## config.mk

```make
export PLATFORM = sky130hd
export DESIGN_NAME = radiotap_header_field_parser
export DESIGN_NICKNAME = d
export VERILOG_FILES = /design/src/rhfp_pkg.sv /design/src/radiotap_header_field_parser.sv /design/src/rhfp_queue.sv /design/src/rhfp_front.sv /design/src/rhfp_back.sv
export VERILOG_INCLUDE_DIRS = /design/src /design/src/src
export SDC_FILE = /design/constraint.sdc
export NUM_CORES = 1
export LEC_CHECK = 0
export ABC_AREA = 1
export BUFFER_PORTS_ARGS = -buffer_cell sky130_fd_sc_hd__buf_4
export CORE_UTILIZATION = 52
export CTS_BUF_LIST = sky130_fd_sc_hd__clkbuf_8
export DETAILED_ROUTE_END_ITERATION = 8
export PLACE_DENSITY = 0.69
export SYNTH_ARGS = -nofsm -noshare
export SYNTH_HDL_FRONTEND = slang
export SYNTH_SLANG_ARGS = --single-unit
```

## constraint.sdc

```tcl
create_clock -name clk_i -period 10.9 [get_ports clk_i]
set_input_delay 1.635 -clock clk_i [delete_from_list [all_inputs] [get_ports clk_i]]
set_output_delay 1.635 -clock clk_i [all_outputs]
set_load 0.005 [all_outputs]
```

## src/radiotap_header_field_parser_assert.svh

```systemverilog
// ----------------------------------------------------------------------------
// Radiotap header parser assertion macros
// Concurrent assertion wrappers; they reduce to nothing in synthesis builds.
// ----------------------------------------------------------------------------
`ifndef RADIOTAP_HEADER_FIELD_PARSER_ASSERT_SVH
`define RADIOTAP_HEADER_FIELD_PARSER_ASSERT_SVH

`ifndef SYNTHESIS

// Invariant that holds at every clock edge out of reset
`define RHFP_ASSERT(lbl, clk, rstn, prop) \
  lbl: assert property (@(posedge clk) disable iff (!rstn) (prop)) \
    else $error("rhfp invariant violated");

// Same-cycle implication
`define RHFP_ASSERT_IMPL(lbl, clk, rstn, ante, cons) \
  lbl: assert property (@(posedge clk) disable iff (!rstn) (ante) |-> (cons)) \
    else $error("rhfp implication violated");

// Next-cycle implication
`define RHFP_ASSERT_NEXT(lbl, clk, rstn, ante, cons) \
  lbl: assert property (@(posedge clk) disable iff (!rstn) (ante) |=> (cons)) \
    else $error("rhfp next-cycle implication violated");

`else

`define RHFP_ASSERT(lbl, clk, rstn, prop)
`define RHFP_ASSERT_IMPL(lbl, clk, rstn, ante, cons)
`define RHFP_ASSERT_NEXT(lbl, clk, rstn, ante, cons)

`endif

`endif

```

## src/rhfp_pkg.sv

```systemverilog
// ----------------------------------------------------------------------------
// Radiotap header parser package
// Shared types, byte role and status codes, and the field size table.
// ----------------------------------------------------------------------------
package rhfp_pkg;

  // Number of known fields and the "no field" marker
  localparam int unsigned NUM_KNOWN = 18;
  localparam logic [4:0] NO_FIELD = 5'd18;

  // Default depth of the queue between front and back
  localparam int unsigned RHFP_QUEUE_DEPTH = 2;

  // Saturation value of the byte offset
  localparam logic [15:0] OFFSET_MAX = 16'hFFFF;

  // Per field: alignment in the upper nibble, length in the lower nibble
  localparam logic [7:0] SIZE_TABLE [NUM_KNOWN] = '{
    8'h88, 8'h11, 8'h11, 8'h24, 8'h22, 8'h11, 8'h11, 8'h22, 8'h22,
    8'h22, 8'h11, 8'h11, 8'h11, 8'h11, 8'h22, 8'h22, 8'h11, 8'h11
  };

  typedef enum logic [2:0] {
    ROLE_FIXED  = 3'd0,
    ROLE_EXT    = 3'd1,
    ROLE_PAD    = 3'd2,
    ROLE_FIELD  = 3'd3,
    ROLE_TAIL   = 3'd4,
    ROLE_BEYOND = 3'd5
  } role_e;

  typedef enum logic [2:0] {
    ST_OK          = 3'd0,
    ST_BAD_VERSION = 3'd1,
    ST_LEN_OVER    = 3'd2,
    ST_BITMAP_OVR  = 3'd3,
    ST_FIELD_OVR   = 3'd4
  } status_e;

  // One classified input byte as it travels through the queue
  typedef struct packed {
    logic [7:0]  data;
    logic        sh;
    logic [15:0] lim;
    logic [15:0] offset;
  } item_t;

endpackage

```

## src/radiotap_header_field_parser.sv

```systemverilog
// ----------------------------------------------------------------------------
// Radiotap header field parser
// Labels each byte of a radiotap header stream with its role and field.
// ----------------------------------------------------------------------------
// The block takes one header byte per cycle and returns one labeled result per
// byte, in order. A byte is accepted every cycle while the queue has room; the
// sustained rate is one byte per clock while the output takes results, set by
// the parse step of the back end (field selection is a priority pick over the
// present bits plus one add and compare against the header length). A result
// passes through the queue and then the output register before it can
// transfer. With the output stalled, the queue takes up to QueueDepth more
// bytes before input ready drops.
module radiotap_header_field_parser
  import rhfp_pkg::*;
#(
  parameter int unsigned QueueDepth = RHFP_QUEUE_DEPTH
) (
  input  logic        clk_i,
  input  logic        rst_ni,
  input  logic        in_valid_i,
  output logic        in_ready_o,
  input  logic [7:0]  data_byte_i,
  input  logic        start_of_header_i,
  input  logic [15:0] limit_len_i,
  output logic        out_valid_o,
  input  logic        out_ready_i,
  output logic [7:0]  byte_out_o,
  output logic [2:0]  byte_role_o,
  output logic [4:0]  field_index_o,
  output logic [2:0]  byte_in_field_o,
  output logic        field_end_o,
  output logic [2:0]  parse_status_o,
  output logic        header_done_o
);

  logic  q_ready;
  logic  q_valid;
  logic  push;
  logic  pop;
  item_t push_item;
  item_t pop_item;

  rhfp_front u_front (
    .clk_i             (clk_i),
    .rst_ni            (rst_ni),
    .in_valid_i        (in_valid_i),
    .in_ready_o        (in_ready_o),
    .data_byte_i       (data_byte_i),
    .start_of_header_i (start_of_header_i),
    .limit_len_i       (limit_len_i),
    .q_ready_i         (q_ready),
    .push_o            (push),
    .push_item_o       (push_item)
  );

  rhfp_queue #(
    .Depth (QueueDepth)
  ) u_queue (
    .clk_i       (clk_i),
    .rst_ni      (rst_ni),
    .push_i      (push),
    .push_item_i (push_item),
    .ready_o     (q_ready),
    .valid_o     (q_valid),
    .pop_i       (pop),
    .item_o      (pop_item)
  );

  rhfp_back u_back (
    .clk_i           (clk_i),
    .rst_ni          (rst_ni),
    .item_valid_i    (q_valid),
    .item_i          (pop_item),
    .pop_o           (pop),
    .out_valid_o     (out_valid_o),
    .out_ready_i     (out_ready_i),
    .byte_out_o      (byte_out_o),
    .byte_role_o     (byte_role_o),
    .field_index_o   (field_index_o),
    .byte_in_field_o (byte_in_field_o),
    .field_end_o     (field_end_o),
    .parse_status_o  (parse_status_o),
    .header_done_o   (header_done_o)
  );

endmodule

```

## src/rhfp_queue.sv

```systemverilog
// ----------------------------------------------------------------------------
// Radiotap header parser item queue
// Small register queue that decouples the front from the back.
// ----------------------------------------------------------------------------
module rhfp_queue
  import rhfp_pkg::*;
#(
  parameter int unsigned Depth = RHFP_QUEUE_DEPTH
) (
  input  logic  clk_i,
  input  logic  rst_ni,
  input  logic  push_i,
  input  item_t push_item_i,
  output logic  ready_o,
  output logic  valid_o,
  input  logic  pop_i,
  output item_t item_o
);

`include "radiotap_header_field_parser_assert.svh"

  localparam int unsigned PtrW = (Depth > 1) ? $clog2(Depth) : 1;
  localparam int unsigned CntW = $clog2(Depth + 1);
  localparam logic [PtrW-1:0] LastPtr = PtrW'(Depth - 1);
  localparam logic [CntW-1:0] FullCnt = CntW'(Depth);

  item_t           mem_q [Depth];
  logic [PtrW-1:0] wr_ptr_q, wr_ptr_d;
  logic [PtrW-1:0] rd_ptr_q, rd_ptr_d;
  logic [CntW-1:0] cnt_q, cnt_d;

  assign ready_o = (cnt_q != FullCnt);
  assign valid_o = (cnt_q != '0);
  assign item_o  = mem_q[rd_ptr_q];

  // Advance pointers and occupancy
  always_comb begin
    wr_ptr_d = wr_ptr_q;
    rd_ptr_d = rd_ptr_q;
    cnt_d    = cnt_q;
    if (push_i) begin
      wr_ptr_d = (wr_ptr_q == LastPtr) ? '0 : wr_ptr_q + 1'b1;
    end
    if (pop_i) begin
      rd_ptr_d = (rd_ptr_q == LastPtr) ? '0 : rd_ptr_q + 1'b1;
    end
    if (push_i && !pop_i) begin
      cnt_d = cnt_q + 1'b1;
    end else if (pop_i && !push_i) begin
      cnt_d = cnt_q - 1'b1;
    end
  end

  always_ff @(posedge clk_i or negedge rst_ni) begin
    if (!rst_ni) begin
      wr_ptr_q <= '0;
      rd_ptr_q <= '0;
      cnt_q    <= '0;
    end else begin
      wr_ptr_q <= wr_ptr_d;
      rd_ptr_q <= rd_ptr_d;
      cnt_q    <= cnt_d;
    end
  end

  // Store pushed items
  always_ff @(posedge clk_i) begin
    if (push_i) begin
      mem_q[wr_ptr_q] <= push_item_i;
    end
  end

  `RHFP_ASSERT(a_cnt_bound, clk_i, rst_ni, cnt_q <= FullCnt)
  `RHFP_ASSERT_IMPL(a_no_push_full, clk_i, rst_ni, push_i, ready_o)
  `RHFP_ASSERT_IMPL(a_no_pop_empty, clk_i, rst_ni, pop_i, valid_o)

endmodule

```

## src/rhfp_front.sv

```systemverilog
// ----------------------------------------------------------------------------
// Radiotap header parser front end
// Accepts input bytes, tracks the header-relative offset and queues them.
// ----------------------------------------------------------------------------
module rhfp_front
  import rhfp_pkg::*;
(
  input  logic        clk_i,
  input  logic        rst_ni,
  input  logic        in_valid_i,
  output logic        in_ready_o,
  input  logic [7:0]  data_byte_i,
  input  logic        start_of_header_i,
  input  logic [15:0] limit_len_i,
  input  logic        q_ready_i,
  output logic        push_o,
  output item_t       push_item_o
);

  logic [15:0] off_q, off_d;
  logic [15:0] cur_off;

  assign in_ready_o = q_ready_i;
  assign push_o     = in_valid_i && q_ready_i;

  // Restart offset on a header start, saturate at the top
  always_comb begin
    cur_off = start_of_header_i ? 16'd0 : off_q;
    off_d   = off_q;
    if (push_o) begin
      off_d = (cur_off != OFFSET_MAX) ? cur_off + 16'd1 : cur_off;
    end
  end

  always_comb begin
    push_item_o.data   = data_byte_i;
    push_item_o.sh     = start_of_header_i;
    push_item_o.lim    = limit_len_i;
    push_item_o.offset = cur_off;
  end

  always_ff @(posedge clk_i or negedge rst_ni) begin
    if (!rst_ni) begin
      off_q <= '0;
    end else begin
      off_q <= off_d;
    end
  end

endmodule

```

## src/rhfp_back.sv

```systemverilog
// ----------------------------------------------------------------------------
// Radiotap header parser back end
// Labels each queued byte, walks present fields and registers the result.
// ----------------------------------------------------------------------------
module rhfp_back
  import rhfp_pkg::*;
(
  input  logic        clk_i,
  input  logic        rst_ni,
  input  logic        item_valid_i,
  input  item_t       item_i,
  output logic        pop_o,
  output logic        out_valid_o,
  input  logic        out_ready_i,
  output logic [7:0]  byte_out_o,
  output logic [2:0]  byte_role_o,
  output logic [4:0]  field_index_o,
  output logic [2:0]  byte_in_field_o,
  output logic        field_end_o,
  output logic [2:0]  parse_status_o,
  output logic        header_done_o
);

`include "radiotap_header_field_parser_assert.svh"

  // Offsets within the fixed header
  localparam logic [2:0] OfsVersion = 3'd0;
  localparam logic [2:0] OfsPad     = 3'd1;
  localparam logic [2:0] OfsLenLo   = 3'd2;
  localparam logic [2:0] OfsLenHi   = 3'd3;
  localparam logic [2:0] OfsPres0   = 3'd4;
  localparam logic [2:0] OfsPres1   = 3'd5;
  localparam logic [2:0] OfsPres2   = 3'd6;
  localparam logic [2:0] OfsPres3   = 3'd7;

  typedef struct packed {
    logic [2:0]  pad;
    logic [3:0]  fbl;
    logic [4:0]  cf;
    logic [17:0] pb;
    status_e     err;
  } place_t;

  // Pick the lowest present field and size it at offset arg
  function automatic place_t place_next(logic [17:0] pb, logic [15:0] hl,
                                        logic [15:0] arg, status_e err);
    place_t     r;
    logic [4:0] f;
    logic       found;
    logic [7:0] ent;
    logic [3:0] align;
    logic [3:0] size;
    logic [3:0] mis;
    logic [3:0] pad;
    logic [16:0] fend;
    r.pad = '0;
    r.fbl = '0;
    r.cf  = NO_FIELD;
    r.pb  = pb;
    r.err = err;
    f     = '0;
    found = 1'b0;
    for (int i = NUM_KNOWN - 1; i >= 0; i--) begin
      if (pb[i]) begin
        f     = 5'(i);
        found = 1'b1;
      end
    end
    ent   = SIZE_TABLE[f];
    align = ent[7:4];
    size  = ent[3:0];
    mis   = arg[3:0] & (align - 4'd1);
    pad   = (mis != 4'd0) ? align - mis : 4'd0;
    fend  = {1'b0, arg} + {13'd0, pad} + {13'd0, size};
    if (found) begin
      if (fend > {1'b0, hl}) begin
        if (err == ST_OK) begin
          r.err = ST_FIELD_OVR;
        end
        r.pb = '0;
      end else begin
        r.pad   = pad[2:0];
        r.fbl   = size;
        r.cf    = f;
        r.pb[f] = 1'b0;
      end
    end
    return r;
  endfunction

  // Parse state
  logic [15:0] hl_q, hl_d;
  logic [15:0] av_q, av_d;
  logic [17:0] pb_q, pb_d;
  logic        ext_q, ext_d;
  logic [4:0]  cf_q, cf_d;
  logic [3:0]  fbl_q, fbl_d;
  logic [2:0]  pad_q, pad_d;
  status_e     err_q, err_d;

  // Output register
  logic        out_valid_q;
  logic [7:0]  data_q;
  role_e       role_q, role_d;
  logic [4:0]  fi_q, fi_d;
  logic [2:0]  bif_q, bif_d;
  logic        fe_q, fe_d;
  logic        done_q, done_d;

  logic [7:0]  d;
  logic [15:0] o;
  logic        do_place;
  logic [15:0] place_arg;
  logic [4:0]  cf_sel;
  logic [3:0]  fsize;
  logic [3:0]  bif_full;
  place_t      pr;

  assign pop_o = item_valid_i && (!out_valid_q || out_ready_i);
  assign d     = item_i.data;
  assign o     = item_i.offset;

  // Label the byte and step the parse state
  always_comb begin
    hl_d      = hl_q;
    av_d      = av_q;
    pb_d      = pb_q;
    ext_d     = ext_q;
    cf_d      = cf_q;
    fbl_d     = fbl_q;
    pad_d     = pad_q;
    err_d     = err_q;
    role_d    = ROLE_FIXED;
    fi_d      = NO_FIELD;
    bif_d     = '0;
    fe_d      = 1'b0;
    do_place  = 1'b0;
    place_arg = 16'd8;
    cf_sel    = (cf_q < NO_FIELD) ? cf_q : 5'd0;
    fsize     = SIZE_TABLE[cf_sel][3:0];
    bif_full  = fsize - fbl_q;
    pr        = '0;

    if (item_i.sh) begin
      hl_d  = '0;
      pb_d  = '0;
      ext_d = 1'b0;
      cf_d  = NO_FIELD;
      fbl_d = '0;
      pad_d = '0;
      err_d = ST_OK;
      av_d  = item_i.lim;
      fsize    = SIZE_TABLE[0][3:0];
      bif_full = fsize;
    end

    if (o < 16'd8) begin
      role_d = ROLE_FIXED;
      unique case (o[2:0])
        OfsVersion: begin
          if (d != 8'd0 && err_d == ST_OK) begin
            err_d = ST_BAD_VERSION;
          end
        end
        OfsPad: ;
        OfsLenLo: hl_d[7:0] = d;
        OfsLenHi: begin
          hl_d[15:8] = d;
          if (err_d == ST_OK && av_d < hl_d) begin
            err_d = ST_LEN_OVER;
          end
        end
        OfsPres0: pb_d = {10'd0, d};
        OfsPres1: pb_d[15:8] = pb_d[15:8] | d;
        OfsPres2: pb_d[17:16] = pb_d[17:16] | d[1:0];
        OfsPres3: begin
          ext_d = d[7];
          if (err_d == ST_OK && !d[7]) begin
            do_place  = 1'b1;
            place_arg = 16'd8;
          end
        end
        default: ;
      endcase
    end else if (o == OFFSET_MAX) begin
      role_d = ROLE_BEYOND;
    end else if (err_d != ST_OK) begin
      role_d = (o < hl_d) ? ROLE_TAIL : ROLE_BEYOND;
    end else begin
      if (ext_d) begin
        // Walk extension present words
        role_d = ROLE_EXT;
        if (o[1:0] == 2'd3) begin
          if (d[7]) begin
            if ({1'b0, o} + 17'd1 > {1'b0, hl_d}) begin
              err_d = ST_BITMAP_OVR;
              ext_d = 1'b0;
            end
          end else begin
            ext_d     = 1'b0;
            do_place  = 1'b1;
            place_arg = o + 16'd1;
          end
        end
      end else if (pad_d != 3'd0) begin
        role_d = ROLE_PAD;
        pad_d  = pad_d - 3'd1;
      end else if (fbl_d != 4'd0) begin
        role_d = ROLE_FIELD;
        fi_d   = cf_d;
        bif_d  = bif_full[2:0];
        fbl_d  = fbl_d - 4'd1;
        if (fbl_d == 4'd0) begin
          fe_d      = 1'b1;
          do_place  = 1'b1;
          place_arg = o + 16'd1;
        end
      end else begin
        role_d = ROLE_TAIL;
      end
      if (o >= hl_d) begin
        role_d = ROLE_BEYOND;
        fi_d   = NO_FIELD;
        bif_d  = '0;
        fe_d   = 1'b0;
      end
    end

    // Place the next present field once per byte
    if (do_place) begin
      pr    = place_next(pb_d, hl_d, place_arg, err_d);
      pad_d = pr.pad;
      fbl_d = pr.fbl;
      cf_d  = pr.cf;
      pb_d  = pr.pb;
      err_d = pr.err;
    end

    done_d = (o >= 16'd3) && ({1'b0, o} + 17'd1 == {1'b0, hl_d});
  end

  always_ff @(posedge clk_i or negedge rst_ni) begin
    if (!rst_ni) begin
      hl_q        <= '0;
      av_q        <= '0;
      pb_q        <= '0;
      ext_q       <= 1'b0;
      cf_q        <= NO_FIELD;
      fbl_q       <= '0;
      pad_q       <= '0;
      err_q       <= ST_OK;
      out_valid_q <= 1'b0;
    end else begin
      if (pop_o) begin
        hl_q  <= hl_d;
        av_q  <= av_d;
        pb_q  <= pb_d;
        ext_q <= ext_d;
        cf_q  <= cf_d;
        fbl_q <= fbl_d;
        pad_q <= pad_d;
        err_q <= err_d;
      end
      if (pop_o) begin
        out_valid_q <= 1'b1;
      end else if (out_ready_i) begin
        out_valid_q <= 1'b0;
      end
    end
  end

  // Hold the result until transfer
  always_ff @(posedge clk_i) begin
    if (pop_o) begin
      data_q <= d;
      role_q <= role_d;
      fi_q   <= fi_d;
      bif_q  <= bif_d;
      fe_q   <= fe_d;
      done_q <= done_d;
    end
  end

  assign out_valid_o     = out_valid_q;
  assign byte_out_o      = data_q;
  assign byte_role_o     = role_q;
  assign field_index_o   = fi_q;
  assign byte_in_field_o = bif_q;
  assign field_end_o     = fe_q;
  assign parse_status_o  = err_q;
  assign header_done_o   = done_q;

  `RHFP_ASSERT_NEXT(a_err_sticky, clk_i, rst_ni,
                    pop_o && !item_i.sh && err_q != ST_OK, err_q == $past(err_q))
  `RHFP_ASSERT_IMPL(a_end_is_content, clk_i, rst_ni,
                    out_valid_q && fe_q, role_q == ROLE_FIELD)
  `RHFP_ASSERT(a_fbl_bound, clk_i, rst_ni, fbl_q <= 4'd8)
  `RHFP_ASSERT_NEXT(a_state_hold, clk_i, rst_ni,
                    !pop_o, $stable(hl_q) && $stable(pb_q) && $stable(err_q))

endmodule

```

Yosys cells after proc, flatten, opt, wreduce, memory -nomap -nowiden
Memories as Yosys holds them, arrays and structs flattened. Cells that the tools add are included.

Muxes and demuxes: 137. $add $sub $neg: 14. Eq/ne operators: 11. Reductions and logical operators: 30. Magnitude comparators: 12. Bitwise gates (word level): 8.

Operator list (count): 16-bit two-way mux (14); 5-bit two-way mux (22); 3-bit two-way mux (28); 18-bit two-way mux (4); 1-bit two-way mux (47); 8-bit two-way mux (5); 4-bit two-way mux (9); 17-bit by 16-bit > comparator with 1-bit output (2); 33-bit two-way mux (1); 16-bit by 1-bit adder with 16-bit output (second input constant) (2); 16-bit < comparator (2); 18-bit bitwise AND (1); 18-bit NOT (1); 16-bit by 1-bit adder with 17-bit output (second input constant) (1); 16-bit by 4-bit adder with 17-bit output (1); 17-bit by 4-bit adder with 17-bit output (1); 17-bit by 16-bit equality test with 1-bit output (1); 16-bit equality test (second input constant) (1); 16-bit >= comparator (1); 16-bit by 2-bit >= comparator with 1-bit output (second input constant) (1); 16-bit by 4-bit < comparator with 1-bit output (second input constant) (1); 16-bit != test (second input constant) (1); 8-bit case mux with 2 select lines (1); 3-bit equality test (second input constant) (4); other kinds (37) (60).

Register bits after elaboration: 108. Memory bits (read-only): 512. Memories: 3. Bits in writable memories: 82. Output and inout port bits: 26. Input bits: 29. Logic and storage cells: 235.

Memory list: (no name shown) (depth 32, bits a word 8, read ports 1, clocked after memory_dff 0, write ports 0, line rhfp_back.sv:140) `fsize = SIZE_TABLE[cf_sel][3:0];`; (no name shown) (depth 32, bits a word 8, read ports 1, clocked after memory_dff 0, write ports 0, line rhfp_back.sv:69) `ent = SIZE_TABLE[f];`; u_queue.mem_q (depth 2, bits a word 41, read ports 1, clocked after memory_dff 0, write ports 1, line rhfp_queue.sv:27) `item_t mem_q [Depth];`.

Logic depth before layout (Yosys ltp)
An unclocked memory read counts as a cell.

Depth after elaboration: 38. Mapped depth: 69. Gate-level depth less buffers: 67.

Modules after synthesis
A second synthesis with hierarchy kept.

Cell total of the unflattened synthesis: 1507. Area, all modules: 13067.5 um^2.

By module, submodules not included: rhfp_back (area each 8081.5 um^2, cells an instance 1125, seq. area each 2309.7 um^2, times used 1); rhfp_queue (area each 3368.2 um^2, cells an instance 153, seq. area each 2562.5 um^2, times used 1); rhfp_front (area each 1617.8 um^2, cells an instance 229, seq. area each 400.4 um^2, times used 1).

Worst setup path before layout
Ideal clock, no wire load.

Path type: register to register. Start: register u_queue.rd_ptr_q. End: register u_back.pad_q[2]. Arrival time: 7.797 ns. Setup time: 0.077 ns. Cell stages (with the launch flop): 58. Data required time: 10.823 ns. Slack: 3.025 ns. Cells stage by stage: dfrtp_1 buf_4 o21ai_1 inv_1 ha_1 o21ai_0 nand2_1 nand2_1 nand3_1 nand2_1 inv_1 nand2_1 nand2_1 nand2_1 nand2_1 nand2_1 nand2_1 nand2_1 [... 22 more ...] inv_1 nand2_1 nor3_2 nand4_1 nor2_1 nand3_1 nor2_1 a21oi_1 ha_1 nand4_1 nor3_1 nand2_1 o32ai_1 nand2_1 nor2_2 buf_4 nand4_1 a21oi_1.

Cells in the longest elaborated chain, start to end: 38.

RTL lines: start: declaration (line rhfp_queue.sv:29) `logic [PtrW-1:0] rd_ptr_q, rd_ptr_d;`; start signal: assignment (line rhfp_queue.sv:61) `rd_ptr_q <= rd_ptr_d;`; memory 2 x 41 bit (*); branches (longest 36 deep; another with 16-bit by 4-bit < comparator with 1-bit output); 3-bit two-way mux (*) (line rhfp_back.sv:230) `if (do_place) begin`; end signal: assignment (line rhfp_back.sv:261) `pad_q <= pad_d;`; end: declaration (line rhfp_back.sv:98) `logic [2:0] pad_q, pad_d;`.

Every way passes the cells marked *. The select of a mux whose other input is x is not followed. A chain may end at the register's enable or synchronous reset.

Worst setup path after layout
Start: register u_queue.rd_ptr_q. End: register u_back.pb_q[1].

Cells in the longest elaborated chain, start to end: 38.

RTL lines: memory 2 x 41 bit (*); branches (longest 36 deep; another with 16-bit by 4-bit < comparator with 1-bit output); 18-bit two-way mux (*) (line rhfp_back.sv:230); end signal: assignment (line rhfp_back.sv:257) `pb_q <= pb_d;`; end: declaration (line rhfp_back.sv:94) `logic [17:0] pb_q, pb_d;`.

Marked as above.

==> results.toml <==
[outcome]
outcome = "finished, final reports clean"

[cells_and_area]
drive_above_1_share_pct = 11.8
regArea_mm2 = 0.00527
antennaDiodeCount = 0
final_nets = 1766
syn2layout_area_growth_pct = 8.91
multi_input_area_mm2 = 0.00645
fill_cells = 2163

[route]
dr_total_vias = 10789
drc_errors = 0
viasPerCell = 5.47
wl_per_cell_um = 16.3
ant_nets = 0
first_pass_iters = 6
drt_wl_total_um = 32300
drtIter0Drc = 916

[clock_network]
clkTransAtPathRegs_ns = 0.13
worst_skew_pair.late_latency_ns = 0.49
post_cts_buffers = 0
clockBufferDepth = 2
cts_tree = "yes"
cts_sinks = 190
htreeDepth = 4
numCtsBuffers = 17
cts-root-buf = "clkbuf_8"

[floorplanning]
die_w_um = 158
start_util_pct = 53.5
io_pins = 55
fp.dieH_um = 158
dieArea_mm2 = 0.0251
coreArea_mm2 = 0.0238
num_rows = 56

[flow_run]
cap_violations = 0

[min_path]
whs_path_depth = 1
holdCritStartpoint = "u_queue.cnt_q[0]"
min_path_type = "reg2reg"

[sta]
rsz0062_at_grt = "no"
worst_pin_slew_ns = 1.00
setup_violations = 0
clock.fmax_ghz = 0.102
period_needed_ns = 9.79
fin_skew_ns = 0.0211
drv_slew = 0
fin_tns_setup_ns = 0
setup_ws_ns = 1.11
relSlewSlack_pct = 33.3
timing.final.crit_share_pct = 89.8
hold_viol_final = 0

[yosys]
synthesis.area_mm2 = 0.0127
yosysSeqAreaShare_pct = 41.5
synth.distinct_cells = 60
syn-num-nets = 1725
synth_edf_count = 103
synth-seq-cells = 190
ys.flop_type = "edfxtp_1"
syn_avg_cell_area_um2 = 7.94
syn_inst = 1601
ys_warn_count = 0
synthArstFlopShare_pct = 45.8

[setup_path]
end_kind = "register"
path_common_cell = "nand2_1"
path_max_fanout = 54
r2r_cells = 45
critical_path_cell_count = 45
worst_setup_path_start_kind = "register"
worstReg2RegStart = "u_queue.rd_ptr_q"
crit_slowest_cell = "dfrtp_1"
required_ns = 11.32
crit_start = "u_queue.rd_ptr_q"
cpPeakStageDelay_ns = 0.76
worstSetupPathType = "reg2reg"
arrival_ns = 10.21
critPathTopFamily = "simple AND/OR/NAND/NOR gates"
worstPathBufferInverterCount = 8

[pwr]
ir_drop_uv = 305
pwr-share-seq_pct = 23.9
intPower_uw = 2140
p_leak_uw = 0.00647
swShare_pct = 52.8
switchingPower_uw = 2390
power_frac_comb_pct = 64.4
clkPwrFrac_pct = 11.7
power.density_mw_per_mm2 = 327

[place]
place_ws_ns = 1.06
dpl.hpwl_um = 23600
numPortBuffers = 54
gp_congestion = 0.928

[global_route]
grt_max_degree = 82
grt-ovfl-total = 0
grt_first_pass_wirelength_um = 51900
grt_pass1_vias = 10049
antenna_found_initial = 0
grt_use_total_pct = 27.1
## through the flow
| stage | util [%] | area, µm² | power, µW | hold WS (ns) | cells |
|---|---|---|---|---|---|
| global placement | 56.3 | 13400 | 3910 | 0.462 | 1942 |
| CTS | 58.3 | 13800 | 4520 | 0.485 | 1974 |
| global route | 58.3 | 13800 | 4980 | 0.510 | 1974 |
| floorplan | - | 12700 | 3240 | 0.446 | 1601 |
| detailed placement | 56.3 | 13400 | 3980 | 0.465 | 1942 |
| finish | 58.3 | 13800 | 4530 | 0.480 | 1974 |
## synth_stat cells (27+ instances only)
| library cell | n | area share (%) |
|---|---|---|
| nand3_1 | 59 | 2.3 |
| nor2_1 | 166 | 4.9 |
| xor2_1 | 31 | 2.1 |
| inv_1 | 190 | 5.6 |
| nand2_2 | 27 | 1.3 |
| edfxtp_1 | 103 | 24 |
| ha_1 | 89 | 8.8 |
| dfrtp_1 | 85 | 17 |
| o21ai_0 | 117 | 4.6 |
| nand2_1 | 435 | 13 |
| nand4_1 | 28 | 1.4 |
| a21oi_1 | 49 | 1.9 |
## flip-flops by register name, indices dropped and copies added, names as in the netlist, 2 cells and up
signal,flops
u_queue.cnt_q,2
u_front.off_q,16
u_back.byte_in_field_o,3
u_back.pb_q,18
u_back.av_q,16
u_back.byte_role_o,3
u_back.byte_out_o,8
u_back.cf_q,5
u_back.pad_q,3
u_back.hl_q,16
u_back.fbl_q,4
u_queue.mem_q,82
u_back.field_index_o,5
u_back.parse_status_o,3
## logic make-up (layout without fill, tap and decap cells)
kind of cell | Yosys count | in the layout | synth area share (%)
fa+ha+maj | 95 | 95 | 9.70
flops | 190 | 190 | 41.5
compound gates | 242 | 242 | 11.0
buf+inv | 248 | 302 | 8.01
simple gates | 783 | 783 | 26.9
xor+xnor | 43 | 43 | 2.96
## per-layer routing
layer | global-route usage [%] | vias up | wire (µm)
li1 | - | 5338 | -
met1 | 37.1 | 4996 | 14500
met2 | 43.6 | 395 | 14600
met3 | 4.27 | 60 | 2230
met4 | 9.11 | 0 | 854
met5 | 0 | - | 0
## placed cells by master, fill, tap and decap left out, types with 3 or more instances in the layout
cell type / netlist / final
nand2_1: 435 / 435
inv_1: 190 / 190
nor2_1: 166 / 164
o21ai_0: 117 / 116
edfxtp_1: 103 / 103
ha_1: 89 / 89
dfrtp_1: 85 / 85
buf_4: 4 / 65
nand3_1: 59 / 59
a21oi_1: 49 / 48
xor2_1: 31 / 31
nand4_1: 28 / 28
nand2_2: 27 / 27
a31oi_1: 23 / 23
nor3_1: 20 / 20
clkbuf_8: 0 / 17
inv_2: 13 / 13
o21ai_2: 13 / 13
nor2_2: 13 / 13
xnor2_1: 12 / 12
o21ai_1: 9 / 10
nor4_1: 9 / 9
nand2_4: 8 / 8
nor2_4: 5 / 7
fa_1: 6 / 6
clkinv_8: 0 / 5
a221oi_1: 4 / 4
o22ai_1: 4 / 4
inv_12: 0 / 4
a22oi_1: 3 / 3
## repair_timing
item,CTS,global route
endpoints found under the setup margin,0,6
hold buffers,0,0
gates resized for setup,0,1
## path summary, 6_finish.rpt
kind,end,slack (ns)
worst min register to register,u_queue.cnt_q[0],0.48
max in group asynchronous,u_front.off_q[4],8.66
worst max register to register,u_back.pb_q[1],1.11
worst min-delay path,u_queue.cnt_q[0],0.48
min in group asynchronous,u_back.hl_q[9],1.13
worst max-delay path,u_back.pb_q[1],1.11
## power groups by stage
stage / registers [µW] / clock network [µW] / logic, µW
floorplan: 1080 / 0 / 2160
global placement: 1090 / 0 / 2820
detailed placement: 1090 / 0 / 2880
CTS: 1080 / 540 / 2900
global route: 1110 / 567 / 3310
finish: 1080 / 530 / 2920
## final cells by class
class / instances / area share (%)
Multi-Input combinational cell: 1163 / 46.6
Sequential cell: 190 / 38.1
Inverter: 205 / 5.61
Timing Repair Buffer: 65 / 3.52
Tap cell: 319 / 2.88
Clock buffer: 17 / 1.69
Clock inverter: 15 / 1.64
## worst reg2reg max path: cells and delay by family (launching register included)
family,cells,cell delay [ns]
compound gates,6,0.89
fa+ha+maj,6,1.87
buf+inv,8,1.43
flops,1,0.76
simple gates,25,4.76
Note: power is estimated with default switching activity, not from simulation.
